## src/hdl/sfdt_pkg.sv

```systemverilog
// ----------------------------------------------------------------------------
// sfdt_pkg
// Shared types, register indexes and helpers for the span fill block.
// ----------------------------------------------------------------------------
package sfdt_pkg;

  localparam int LANES    = 5;   // depth, R, G, B, A
  localparam int DIV_BITS = 17;

  localparam logic [2:0] REG_DTE   = 3'd0;
  localparam logic [2:0] REG_DFUNC = 3'd1;
  localparam logic [2:0] REG_DOP   = 3'd2;
  localparam logic [2:0] REG_WW    = 3'd3;
  localparam logic [2:0] REG_WH    = 3'd4;

  localparam logic [1:0] FUNC_LESS   = 2'd1;
  localparam logic [1:0] FUNC_ALWAYS = 2'd2;
  localparam logic       OP_COPY     = 1'b0;

  typedef enum logic [1:0] {
    KIND_DRAW,
    KIND_NULL,
    KIND_READ
  } kind_t;

  typedef logic signed [16:0] step_t;
  typedef logic signed [17:0] quot_t;

  typedef struct packed {
    kind_t        kind;
    logic [5:0]   row;
    logic [5:0]   col;
    logic [6:0]   len;
    logic [15:0]  sdepth;
    step_t        ddepth;
    logic [63:0]  scol;
    logic [63:0]  dcol;
  } cmd_t;

  typedef struct packed {
    logic [6:0]  drawn;
    logic [6:0]  rejected;
    logic [31:0] color;
    logic [15:0] depth;
  } res_t;

  typedef struct packed {
    logic       dte;
    logic [1:0] dfunc;
    logic       dop;
    logic [6:0] ww;
    logic [6:0] wh;
  } cfg_t;

  // clamp to 0..256, then round-half-up of c*255/256
  function automatic logic [7:0] color_byte(input logic signed [18:0] c);
    logic [8:0]  cc;
    logic [16:0] prod;
    if (c < 0) begin
      cc = 9'd0;
    end else if (c > 19'sd256) begin
      cc = 9'd256;
    end else begin
      cc = c[8:0];
    end
    prod = {cc, 8'b0} - {8'b0, cc} + 17'd128;
    return prod[15:8];
  endfunction

endpackage

```

## src/hdl/sfdt_div.sv

```systemverilog
// ----------------------------------------------------------------------------
// sfdt_div
// Five-lane restoring divider, one quotient bit per cycle. Gives the floor
// quotient and the nonnegative remainder of each step total over the length.
// ----------------------------------------------------------------------------
module sfdt_div
  import sfdt_pkg::*;
(
  input  logic       clk,
  input  logic       rst,
  input  logic       start,
  input  logic [6:0] len,
  input  step_t      num  [LANES],
  output logic       done,
  output quot_t      quot [LANES],
  output logic [6:0] modv [LANES]
);

  logic        busy;
  logic [4:0]  cnt;
  logic [6:0]  dvs;
  logic [16:0] mag  [LANES];
  logic [6:0]  rem  [LANES];
  logic        neg  [LANES];
  logic [7:0]  tmp  [LANES];
  logic [7:0]  diff [LANES];

  always_comb begin
    for (int l = 0; l < LANES; l++) begin
      tmp[l]  = {rem[l], mag[l][16]};
      diff[l] = tmp[l] - {1'b0, dvs};
    end
  end

  always_ff @(posedge clk) begin
    if (rst) begin
      busy <= 1'b0;
      done <= 1'b0;
      cnt  <= 5'd0;
    end else begin
      done <= 1'b0;
      if (start) begin
        busy <= 1'b1;
        cnt  <= 5'(DIV_BITS);
        dvs  <= len;
        for (int l = 0; l < LANES; l++) begin
          neg[l] <= num[l][16];
          mag[l] <= num[l][16] ? 17'(-num[l]) : 17'(num[l]);
          rem[l] <= 7'd0;
        end
      end else if (busy) begin
        if (cnt != 5'd0) begin
          cnt <= cnt - 5'd1;
          for (int l = 0; l < LANES; l++) begin
            if (tmp[l] >= {1'b0, dvs}) begin
              rem[l] <= diff[l][6:0];
              mag[l] <= {mag[l][15:0], 1'b1};
            end else begin
              rem[l] <= tmp[l][6:0];
              mag[l] <= {mag[l][15:0], 1'b0};
            end
          end
        end else begin
          busy <= 1'b0;
          done <= 1'b1;
          for (int l = 0; l < LANES; l++) begin
            if (neg[l] && rem[l] != 7'd0) begin
              quot[l] <= -$signed({1'b0, mag[l]}) - 18'sd1;
              modv[l] <= dvs - rem[l];
            end else if (neg[l]) begin
              quot[l] <= -$signed({1'b0, mag[l]});
              modv[l] <= rem[l];
            end else begin
              quot[l] <= $signed({1'b0, mag[l]});
              modv[l] <= rem[l];
            end
          end
        end
      end
    end
  end

endmodule

```

## config.mk

```make
export PLATFORM = sky130hd
export DESIGN_NAME = sfdt_div
export DESIGN_NICKNAME = d
export VERILOG_FILES = /design/src/hdl/sfdt_pkg.sv /design/src/hdl/sfdt_div.sv
export SDC_FILE = /design/constraint.sdc
export NUM_CORES = 1
export LEC_CHECK = 0
export BUFFER_PORTS_ARGS = -buffer_cell sky130_fd_sc_hd__clkbuf_2
export CAP_MARGIN = 20
export CORE_ASPECT_RATIO = 0.75
export CORE_UTILIZATION = 55
export CTS_CLUSTER_SIZE = 8
export DETAILED_ROUTE_END_ITERATION = 10
export PLACE_DENSITY = 0.86
export SYNTH_ARGS = -nofsm -noshare
export SYNTH_HDL_FRONTEND = slang
export SYNTH_SLANG_ARGS = --single-unit
```

## constraint.sdc

```tcl
create_clock -name clk -period 13.1 [get_ports clk]
set_input_delay 0 -clock clk [delete_from_list [all_inputs] [get_ports clk]]
set_output_delay 0 -clock clk [all_outputs]
set_load 0.05 [all_outputs]
```

### Word level (Yosys, flattened, before mapping)

Memories as Yosys holds them, arrays and structs flattened.
Index checks and enable logic that the tools add are counted.

| word-level totals | value |
|---|---|
| register bits | 139 |
| memory bits (writable) | 125 |
| input bits | 95 |
| output and inout port bits | 126 |
| word-level logic and storage cells | 202 |
| memories | 3 |

| operators by class | value |
|---|---|
| add/sub/neg operators | 26 |
| magnitude comparators | 5 |
| mux-type cells | 110 |
| bitwise operators | 24 |
| reduce and logical (&&, ||, !) cells | 19 |

Memory list:

| name | depth | width | rd ports | clocked after memory_dff | write ports | line | RTL |
|---|---|---|---|---|---|---|---|
| mag | 5 | 17 | 5 | 0 | 5 | sfdt_div.sv:22 | `logic [16:0] mag [LANES];` |
| rem | 5 | 7 | 5 | 0 | 5 | sfdt_div.sv:23 | `logic [6:0] rem [LANES];` |
| neg | 5 | 1 | 5 | 0 | 5 | sfdt_div.sv:24 | `logic neg [LANES];` |

Operator list:

| operator | number |
|---|---|
| 17-bit two-way mux | 15 |
| 18-bit two-way mux | 10 |
| 7-bit two-way mux | 15 |
| 17-bit negation with 18-bit output | 5 |
| 18-bit by 2-bit subtractor with 18-bit output, second input constant | 5 |
| 17-bit negation | 5 |
| 7-bit subtractor | 10 |
| 1-bit two-way mux | 67 |
| 8-bit by 7-bit >= comparator with 1-bit output | 5 |
| 7-bit nonzero test | 5 |
| 1-bit OR | 20 |
| 5-bit two-way mux | 3 |
| 2-bit AND reduction | 3 |
| 1-bit logical AND | 5 |
| 5-bit nonzero test | 1 |
| 5-bit by 1-bit subtractor with 5-bit output, second input constant | 1 |
| 1-bit NOT | 4 |
| 4-bit AND reduction | 1 |
| 2-bit nonzero test | 2 |
| 3-bit OR reduction | 1 |
| 2-bit OR reduction | 1 |

### Logic depth before layout (Yosys ltp)

Gate-level depths: netlist of run 1.

| depth | value |
|---|---|
| depth in word-level cells | 9 |
| depth in mapped cells | 12 |

### Least setup slack after synthesis of run 1

No wires, ideal clock.

| timing path | value |
|---|---|
| path kind | register to register |
| start point | register cnt[0] |
| end point | register modv[0] in the netlist's numbering (enable) |
| setup time | 499 ps |
| data arrival time | 3832 ps |
| required time | 12601 ps |
| setup slack | 8768 ps |
| stages on the path, launching flop included | 5 |
| clock period less this slack | 4332 ps |
| cell sequence | dfxtp_1 -> inv_1 -> ha_1 -> nor4b_1 -> and3_1 |

| between the ends | value |
|---|---|
| word-level cells in the longest chain between the ends | 3 |

RTL lines:

| what | line | RTL |
|---|---|---|
| from (decl) | sfdt_div.sv:20 | `logic [4:0] cnt;` |
| from (signal assigned) | sfdt_div.sv:44 | `cnt <= 5'(DIV_BITS);` |
| from (signal assigned) | sfdt_div.sv:53 | `cnt <= cnt - 5'd1;` |
| 5-bit nonzero test | sfdt_div.sv:52 | `if (cnt != 5'd0) begin` |
| 1-bit NOT (no source line) | n/a |  |
| 4-bit AND reduction (no source line) | n/a |  |
| to (signal, indexed assignment) | sfdt_div.sv:69 | `modv[l] <= dvs - rem[l];` |
| to (signal, indexed assignment) | sfdt_div.sv:72 | `modv[l] <= rem[l];` |
| to (signal, indexed assignment) | sfdt_div.sv:75 | `modv[l] <= rem[l];` |
| to (decl) | sfdt_div.sv:16 | `output logic [6:0] modv [LANES]` |

No other way between the ends.
A chain may end at the register's enable or synchronous reset.

==> flow_summary.yaml, run 1 <==
detailed_routing:
  antenna_left: 0
  dr_total_vias: 16800
  vias_per_cell: 6.18
  drc: 0
  routedWlPerCell_um: 19.2
  drt-initial-drc-count: 2099
  drt_first_pass_iters: 6
  wirelength_mm: 52.4
floorplanning:
  die_area_um2: 34900
  initial_core_util_pct: 55.9
  die_h_um: 162
  die_x_um: 215
  num_rows: 58
  io_pins: 221
  core_um2: 33600
placement:
  port_buffers: 220
  placed_area_um2: 20100
  globalplace.congestion: 0.963
  hpwlAfterDp_mm: 35.0
  dp_slack_ns: 9.25
sta:
  setup_viol: 0
  timing.final.ws_setup_ns: 9.36
  final_max_slew_viol_count: 0
  tightest_slew_ns: 1.08
  min_period_ns: 3.74
  max_freq_mhz: 267
  fin_skew_ns: 0.0243
  rsz0062_at_grt: "no"
  holdWs_ns: 0.0612
  finalHoldViolCount: 0
  finalSetupTns_ns: 0
  min_period_over_period_pct: 28.6
  relSlewSlack_pct: 27.7
setup_path:
  crit_path_end_kind: "flip-flop"
  worstPathMaxFanout: 11
  cp-start-kind: "flip-flop"
  rr_endpoint: "rem[4][4]$_DFFE_PP_"
  timing.rr.start: "dvs[1]$_DFFE_PP_"
  arrival_ns: 4.03
  crit_type: "reg2reg"
  reg2reg_depth: 9
  reg2reg_slack_ns: 9.36
  required_ns: 13.38
clock_tree:
  cts_made_buffers: 39
  worstSkewPairLatency_ns: 0.53
  clk_pin_slew_ns: 0.05
  cts-root-buf: "clkbuf_16"
  clk_path_buf_depth: 3
  htree_levels: 2
  clock-sinks: 264
  cts_tree: "built"
  post_cts_buffers: 0
power_and_ir_drop:
  powerDensity_nw_per_um2: 109
  ir_drop_v: 0.0000748
  p_leak_nw: 8.30
  p_total_mw: 2.41
yosys:
  syn-num-nets: 2188
  synthArstFlopShare_pct: 0
  synthTopCellsByCount: "edfxtp_1 (256), nand2_1 (241), o21ai_0 (175)"
  yosys_warnings: 0
  synth.area.top_cells: "edfxtp_1 (41%), xnor2_1 (6.7%), ha_1 (5.1%), nand2_1 (4.8%), o21ai_0 (4.7%)"
  netlist_area_um2: 18800
  synth_edf_count: 256
  yosysMostFrequentCell: "edfxtp_1"
  yosysSeqAreaShare_pct: 41.7
  synthDistinctLibCells: 82
  syn_inst: 2006
  yosys.area.top_type: "edfxtp_1"
  synth_top_cell_area_share_pct: 40.9
  ys_seq_elements: 264
  synth_area_per_cell_um2: 9.37
  ys.flop_type: "edfxtp_1"
hold_path:
  min_path_cells: 4
  hold_start: "num[15]"
  hp-class: "in2reg"
  holdPathEnd: "mag[4][15]$_DFFE_PP_"
job:
  maxCapViolCount: 0
cells_and_area:
  fin_area_um2: 22200
  n_fill_cell: 2494
  register_area_um2: 7850
  multi_input_area_um2: 10200
  area_delta_synth_final_pct: 18.0
  fin_nets: 2446
  drive_gt1_share_pct: 14.0
global_route:
  use_met3_pct: 5.77
  grt_pass1_vias: 15700
  met1_usage_pct: 41.5
  grt_overflow: 0
  track_usage_pct: 29.6
  grt.busiest_layer: "met2"
  grt_max_degree: 89
  grt_use_met2_pct: 45.4
  grt_pass1_wl_mm: 82.8
  antenna_found_initial: 2
outcome:
  status: "finished clean"
[layout by cell type (no fill, tap or decap), drive strengths merged, types with 11 or more instances in the layout]
cell,Yosys,final
and3,17,17
and2,11,11
xnor2,143,143
nand2b,21,21
or4,16,16
clkbuf,77,270
nor2b,27,27
nand3,52,52
o41ai,14,14
o211ai,11,11
xor2,95,95
nand4,29,29
nor3,72,72
inv,90,90
o21a,17,17
mux2i,17,17
edfxtp,256,256
nor4,32,32
a21boi,17,17
or3,44,44
a21o,19,19
nand2,241,241
o31ai,32,32
nor2,120,120
a21oi,79,79
dlygate4sd3,0,97
ha,77,77
o21ai,177,177
[how the worst max path moves through the flow]
| stage | startpoint | to | slack, ns | cells past startpoint |
|---|---|---|---|---|
| 6_report | dvs[1]$_DFFE_PP_ | rem[4][4]$_DFFE_PP_ | 9.36 | 9 |
| 2_1_floorplan | cnt[0]$_SDFFE_PP0P_ | modv[0]$_DFFE_PP_ | 8.77 | 4 |
| 3_3_place_gp | dvs[1]$_DFFE_PP_ | rem[3][5]$_SDFFCE_PN0P_ | 9.54 | 7 |
| 3_5_place_dp | dvs[1]$_DFFE_PP_ | rem[3][2]$_SDFFCE_PN0P_ | 9.25 | 8 |
| 4_1_cts | dvs[1]$_DFFE_PP_ | rem[3][2]$_SDFFCE_PN0P_ | 9.19 | 8 |
| 5_1_grt | dvs[1]$_DFFE_PP_ | rem[4][5]$_DFFE_PP_ | 9.15 | 9 |
[where the power goes]
part           switching (mW)  leakage, nW  internal (mW)
clock                   0.359        0.523          0.555
combinational           0.256         5.33          0.183
sequential             0.0710         2.45          0.988
[cell families after synthesis]
kind of cell,synth area share [%]
xor+xnor,11.1
compound gates,15.7
flops,41.7
fa+ha+maj,6.19
buf+inv,4.21
mux,1.38
simple gates,19.7
[metal layers]
metal / wire, um / share of wire [%] / up-vias
met2: 23400 / 45 / 930
met5: 0 / 0 / -
li1: - / - / 7854
met4: 1780 / 3.4 / 0
met3: 4770 / 9.1 / 167
met1: 22500 / 43 / 7893
[worst max-delay path: stages, from the launching register on]
cell,delay (ns)
edfxtp_1,0.85
inv_1,0.63
fa_1,0.62
a21o_1,0.18
a21oi_1,0.25
o21bai_1,0.10
a21oi_1,0.32
o21a_1,0.20
nor2_1,0.11
a22o_1,0.24
[metrics by stage]
step | std cells | utilization (%)
floorplan | 2006 | -
global placement | 2572 | 59.7
detailed placement | 2572 | 59.7
CTS | 2720 | 65.8
global route | 2726 | 66.0
finish | 2726 | 66.0
[state kept, by name, summed over array words and instances (netlist names)]
signal,cells
quot,90
mag,85
modv,35
rem,35
dvs,7
cnt,5
neg,5
busy,1
done,1
[area by class of cell]
type	count	area share (%)
multi-input combinational	1540	45.9
sequential	264	35.4
tap	450	2.54
timing repair buffer	327	9.80
antenna	2	0.0226
clock buffer	49	4.76
inverter	92	1.56
clock inverter	2	0.0451
[what timing repair did]
| action | in CTS | in global routing |
|---|---|---|
| resized for setup | 0 | 0 |
| hold endpoints to repair | 101 | 0 |
| hold buffers | 97 | 0 |
Power figures use the tool's default switching activity.
==> inputs of run 2 (changes only) <==
==> constraint.sdc (replaced) <==
create_clock -name clk -period 3.6 [get_ports clk]
set_input_delay 0 -clock clk [delete_from_list [all_inputs] [get_ports clk]]
set_output_delay 0 -clock clk [all_outputs]
set_load 0.05 [all_outputs]
==> flow_summary.yaml, run 2 (synthesis gave the netlist of run 1 again) <==
outcome:
  status: "finished clean"
clock_tree:
  clk_path_buf_depth: 3
  post_cts_buffers: 0
  cts_made_buffers: 38
  htree_levels: 2
  clock-sinks: 264
  cts_tree: "built"
  clk_pin_slew_ns: 0.05
  worstSkewPairLatency_ns: 0.53
  cts-root-buf: "clkbuf_16"
job:
  maxCapViolCount: 0
cells_and_area:
  layout_commonest_cell: "edfxtp_1"
  drive_gt1_share_pct: 15.6
  reg_top3: "quot x90, mag x85"
  fin_nets: 2483
  postLayoutCoreUtil_pct: 66.7
  largest_register_ffs: 90
  area_delta_synth_final_pct: 19.3
  mostFrequentLayoutCells: "edfxtp_1 (256), nand2_1 (240), clkbuf_2 (221), o21ai_0 (175), xnor2_1 (143)"
  fin_area_um2: 22400
  max_flop_register: "quot"
detailed_routing:
  drt_first_pass_iters: 6
  drc: 0
  dr_total_vias: 17000
  wirelength_mm: 53.2
  drt-initial-drc-count: 1811
  routedWlPerCell_um: 19.3
  antenna_left: 0
  vias_per_cell: 6.17
floorplanning:
  core_um2: 33600
  die_h_um: 162
  initial_core_util_pct: 55.9
  die_x_um: 215
  num_rows: 58
  die_area_um2: 34900
  io_pins: 221
sta:
  relSlewSlack_pct: 42.3
  rsz0062_at_grt: "no"
  setup_viol: 0
  holdWs_ns: 0.00856
  min_period_ns: 3.33
  fin_skew_ns: 0.0237
  finalSetupTns_ns: 0
  max_freq_mhz: 301
  tightest_slew_ns: 0.854
  finalHoldViolCount: 0
  min_period_over_period_pct: 92.4
  final_max_slew_viol_count: 0
global_route:
  grt_max_degree: 69
  grt_pass1_wl_mm: 84.8
  grt_overflow: 0
  grt_pass1_vias: 16200
  track_usage_pct: 30.2
  antenna_found_initial: 1
power_and_ir_drop:
  p_int_mw: 6.21
  p_total_mw: 8.67
  seq_power_share_pct: 44.0
  p_comb_share_pct: 19.3
  powerDensity_nw_per_um2: 387
  ir_drop_v: 0.000263
  netSwitchingPower_mw: 2.46
  p_leak_nw: 8.46
  swShare_pct: 28.4
  pwr-share-clk_pct: 36.6
setup_path:
  crit_path_end_kind: "flip-flop"
  cp-start-kind: "flip-flop"
  crit_type: "reg2reg"
  required_ns: 3.87
  worstPathMaxFanout: 9
  arrival_ns: 3.59
hold_path:
  hp-class: "in2reg"
placement:
  hpwlAfterDp_mm: 36.9
  placed_area_um2: 20500
  port_buffers: 220
  globalplace.congestion: 0.967
[run 2: timing repair]
| item | 4_1_cts | 5_1_grt |
|---|---|---|
| hold buffers | 92 | 0 |
| gates resized for setup | 0 | 3 |
| endpoints found under the hold margin | 99 | 0 |
| setup endpoints to repair | 0 | 5 |
[run 2: per-stage QoR]
step | cells | worst slack (ns)
2_1_floorplan | 2006 | 0.433
3_3_place_gp | 2618 | 0.355
3_5_place_dp | 2618 | 0.261
4_1_cts | 2756 | 0.256
5_1_grt | 2758 | 0.0712
6_report | 2758 | 0.274
[run 2: final cells by class]
type | instances | area [um^2]
clock inverters | 1 | 8.76
diodes | 1 | 2.50
clock buffers | 45 | 998
repair buffers | 365 | 2480
inverters | 92 | 345
multi-input cells | 1540 | 10200
flip-flops and latches | 264 | 7850
well taps | 450 | 563
fillers | 2561 | 11200
[run 2: critical path: stages (launching register included)]
cell	delay (ns)
edfxtp_1	0.50
inv_1	0.13
ha_1	0.32
or4b_1	0.58
or3_1	0.40
xor2_1	0.18
nor4_1	0.49
and3_1	0.24
o21ai_1	0.07
xnor2_1	0.16
[run 2: per-layer routing]
| layer | global-route usage [%] | vias to the layer above | routed length (um) |
|---|---|---|---|
| met5 | 0 | - | 0 |
| li1 | - | 7923 | - |
| met1 | 42.1 | 8111 | 23100 |
| met2 | 47.4 | 843 | 24200 |
| met3 | 4.98 | 146 | 4230 |
| met4 | 11.1 | 0 | 1640 |
[run 2: final timing paths]
kind,from,end,slack [ns],depth (start not counted)
max,mag[3][1]$_DFFE_PP_,quot[33]$_DFFE_PP_,0.27,9
min,num[36],mag[2][2]$_DFFE_PP_,0.009,4
max reg2reg,mag[3][1]$_DFFE_PP_,quot[33]$_DFFE_PP_,0.27,9
min reg2reg,busy$_SDFF_PP0_,done$_SDFF_PP0_,0.49,1
[run 2: power groups by stage]
| stage | clock network (mW) | logic, mW | registers (mW) |
|---|---|---|---|
| detailed placement | 0 | 1.55 | 3.87 |
| floorplan | 0 | 1.11 | 3.81 |
| finish | 3.18 | 1.68 | 3.82 |
| global route | 3.33 | 1.84 | 3.84 |
| global placement | 0 | 1.49 | 3.86 |
| CTS | 3.22 | 1.64 | 3.81 |
==> inputs of run 3 (changes only) <==
--- a/config.mk
+++ b/config.mk
@@ -9,7 +9,7 @@
 export CAP_MARGIN = 20
 export CORE_ASPECT_RATIO = 0.75
 export CORE_UTILIZATION = 55
-export CTS_CLUSTER_SIZE = 8
+export CTS_CLUSTER_SIZE = 10
 export DETAILED_ROUTE_END_ITERATION = 10
 export PLACE_DENSITY = 0.86
 export SYNTH_ARGS = -nofsm -noshare
==> constraint.sdc (replaced) <==
create_clock -name clk -period 4.14 [get_ports clk]
set_input_delay 0 -clock clk [delete_from_list [all_inputs] [get_ports clk]]
set_output_delay 0 -clock clk [all_outputs]
set_load 0.05 [all_outputs]
==> flow_summary.yaml, run 3 (synthesis gave the netlist of run 1 again) <==
outcome:
  status: "finished clean"
floorplanning:
  initial_core_util_pct: 55.9
  core_um2: 33600
  die_x_um: 215
  num_rows: 58
  die_area_um2: 34900
  die_h_um: 162
  io_pins: 221
placement:
  hpwlAfterDp_mm: 35.4
  dp_slack_ns: 0.667
  placed_area_um2: 20200
  globalplace.congestion: 0.969
  port_buffers: 220
  dpl.cell_count: 2589
sta:
  timing.final.ws_setup_ns: 0.303
  fin_skew_ns: 0.0229
  min_period_ns: 3.84
  finalHoldViolCount: 0
  relSlewSlack_pct: 30.2
  max_freq_mhz: 261
  finalSetupTns_ns: 0
  holdWs_ns: 0.0240
  setup_viol: 0
  final_max_slew_viol_count: 0
  rsz0062_at_grt: "no"
  min_period_over_period_pct: 92.7
  tightest_slew_ns: 1.04
cells_and_area:
  max_flop_register: "quot"
  final_cells: 2751
  fin_area_um2: 22200
  layout_commonest_cell: "edfxtp_1"
  largest_register_ffs: 90
  fin_nets: 2467
  num_antenna_cells: 0
  mostFrequentLayoutCells: "edfxtp_1 (256), nand2_1 (240), clkbuf_2 (221), o21ai_0 (175), xnor2_1 (143)"
  area_delta_synth_final_pct: 18.2
  postLayoutCoreUtil_pct: 66.1
  drive_gt1_share_pct: 14.1
  reg_top3: "quot x90, mag x85"
hold_path:
  hp-class: "in2reg"
global_route:
  antenna_found_initial: 0
  track_usage_pct: 29.5
  grt_overflow: 0
  grt_pass1_vias: 15800
  grt_max_degree: 66
  grt_pass1_wl_mm: 83.2
detailed_routing:
  routedWlPerCell_um: 18.9
  dr_total_vias: 16800
  drt-initial-drc-count: 1991
  drc: 0
  antenna_left: 0
  drt_first_pass_iters: 6
  wirelength_mm: 52.1
  vias_per_cell: 6.12
clock_tree:
  worstSkewPairLatency_ns: 0.59
  cts_made_buffers: 31
  clock-sinks: 264
  cts_tree: "built"
  post_cts_buffers: 0
  cts_resized: 0
  clk_path_buf_depth: 3
  cts-root-buf: "clkbuf_16"
  clk_pin_slew_ns: 0.06
  htree_levels: 1
power_and_ir_drop:
  ir_drop_v: 0.000309
  powerDensity_nw_per_um2: 326
  p_leak_nw: 8.32
  p_total_mw: 7.23
job:
  maxCapViolCount: 0
setup_path:
  arrival_ns: 4.18
  path_cells: "inv_1 > ha_1 > nor4b_1 > nor2b_1 > nand2_2 > buf_4 > nand4b_1 > dlygate4sd3_1 > o21ai_0 > dlygate4sd3_1"
  cp-start-kind: "flip-flop"
  cp_slowest_cell: "nor2b_1"
  required_ns: 4.48
  max_stage_delay_ns: 0.57
  reg2reg_slack_ns: 0.30
  crit_path_end_kind: "flip-flop"
  crit_type: "reg2reg"
  worstPathMaxFanout: 24
  crit_top_cell: "dlygate4sd3_1"
==> run 3: cell count changes in the layout (fill, tap and decap cells not counted), moves of 2 or more <==
cell	delta
dlygate4sd3_1	+20
buf_12	-4
clkbuf_8	+2
clkbuf_16	-8
clkbuf_1	+7
buf_4	-25
==> run 3: layout make-up <==
cell class | instances | area [um^2]
clock inverters | 3 | 28.8
well taps | 450 | 563
repair buffers | 356 | 2410
flip-flops and latches | 264 | 7850
multi-input cells | 1540 | 10200
fillers | 2602 | 11400
clock buffers | 46 | 852
inverters | 92 | 345
==> run 3: timing repair <==
item                       in CTS  in global routing
hold buffers                  112                  0
hold endpoints to repair      103                  0
setup endpoints to repair       0                  0
==> run 3: worst max-delay path: cells and delay by family, from the launching register on <==
kind	cells	cell delay [ns]
flip-flops	1	0.36
adder cells (fa/ha/maj)	1	0.19
buffers and inverters	4	1.56
AO/OA/AOI/OAI	1	0.07
AND/OR/NAND/NOR	4	1.42
==> run 3: worst paths after layout <==
path / cells past startpoint / end / startpoint
worst max register to register: 10 / mag[2][16]$_DFFE_PP_ / cnt[0]$_SDFFE_PP0P_
worst max-delay path: 10 / mag[2][16]$_DFFE_PP_ / cnt[0]$_SDFFE_PP0P_
worst min-delay path: 4 / mag[4][15]$_DFFE_PP_ / num[15]
worst min register to register: 1 / done$_SDFF_PP0_ / busy$_SDFF_PP0_
==> run 3: per-layer routing <==
metal | global-route usage (%) | vias to the layer above | wire (um)
li1 | - | 7904 | -
met1 | 41.2 | 7874 | 22300
met2 | 46.0 | 885 | 23300
met3 | 5.09 | 165 | 4520
met4 | 10.9 | 0 | 1920
met5 | 0 | - | 0
==> run 3: power by group <==
| group | total [mW] | switching, mW | internal [mW] |
|---|---|---|---|
| Clock | 2.48 | 1.08 | 1.40 |
| Combinational | 1.42 | 0.816 | 0.600 |
| Sequential | 3.34 | 0.215 | 3.12 |
| Total | 7.23 | 2.11 | 5.12 |
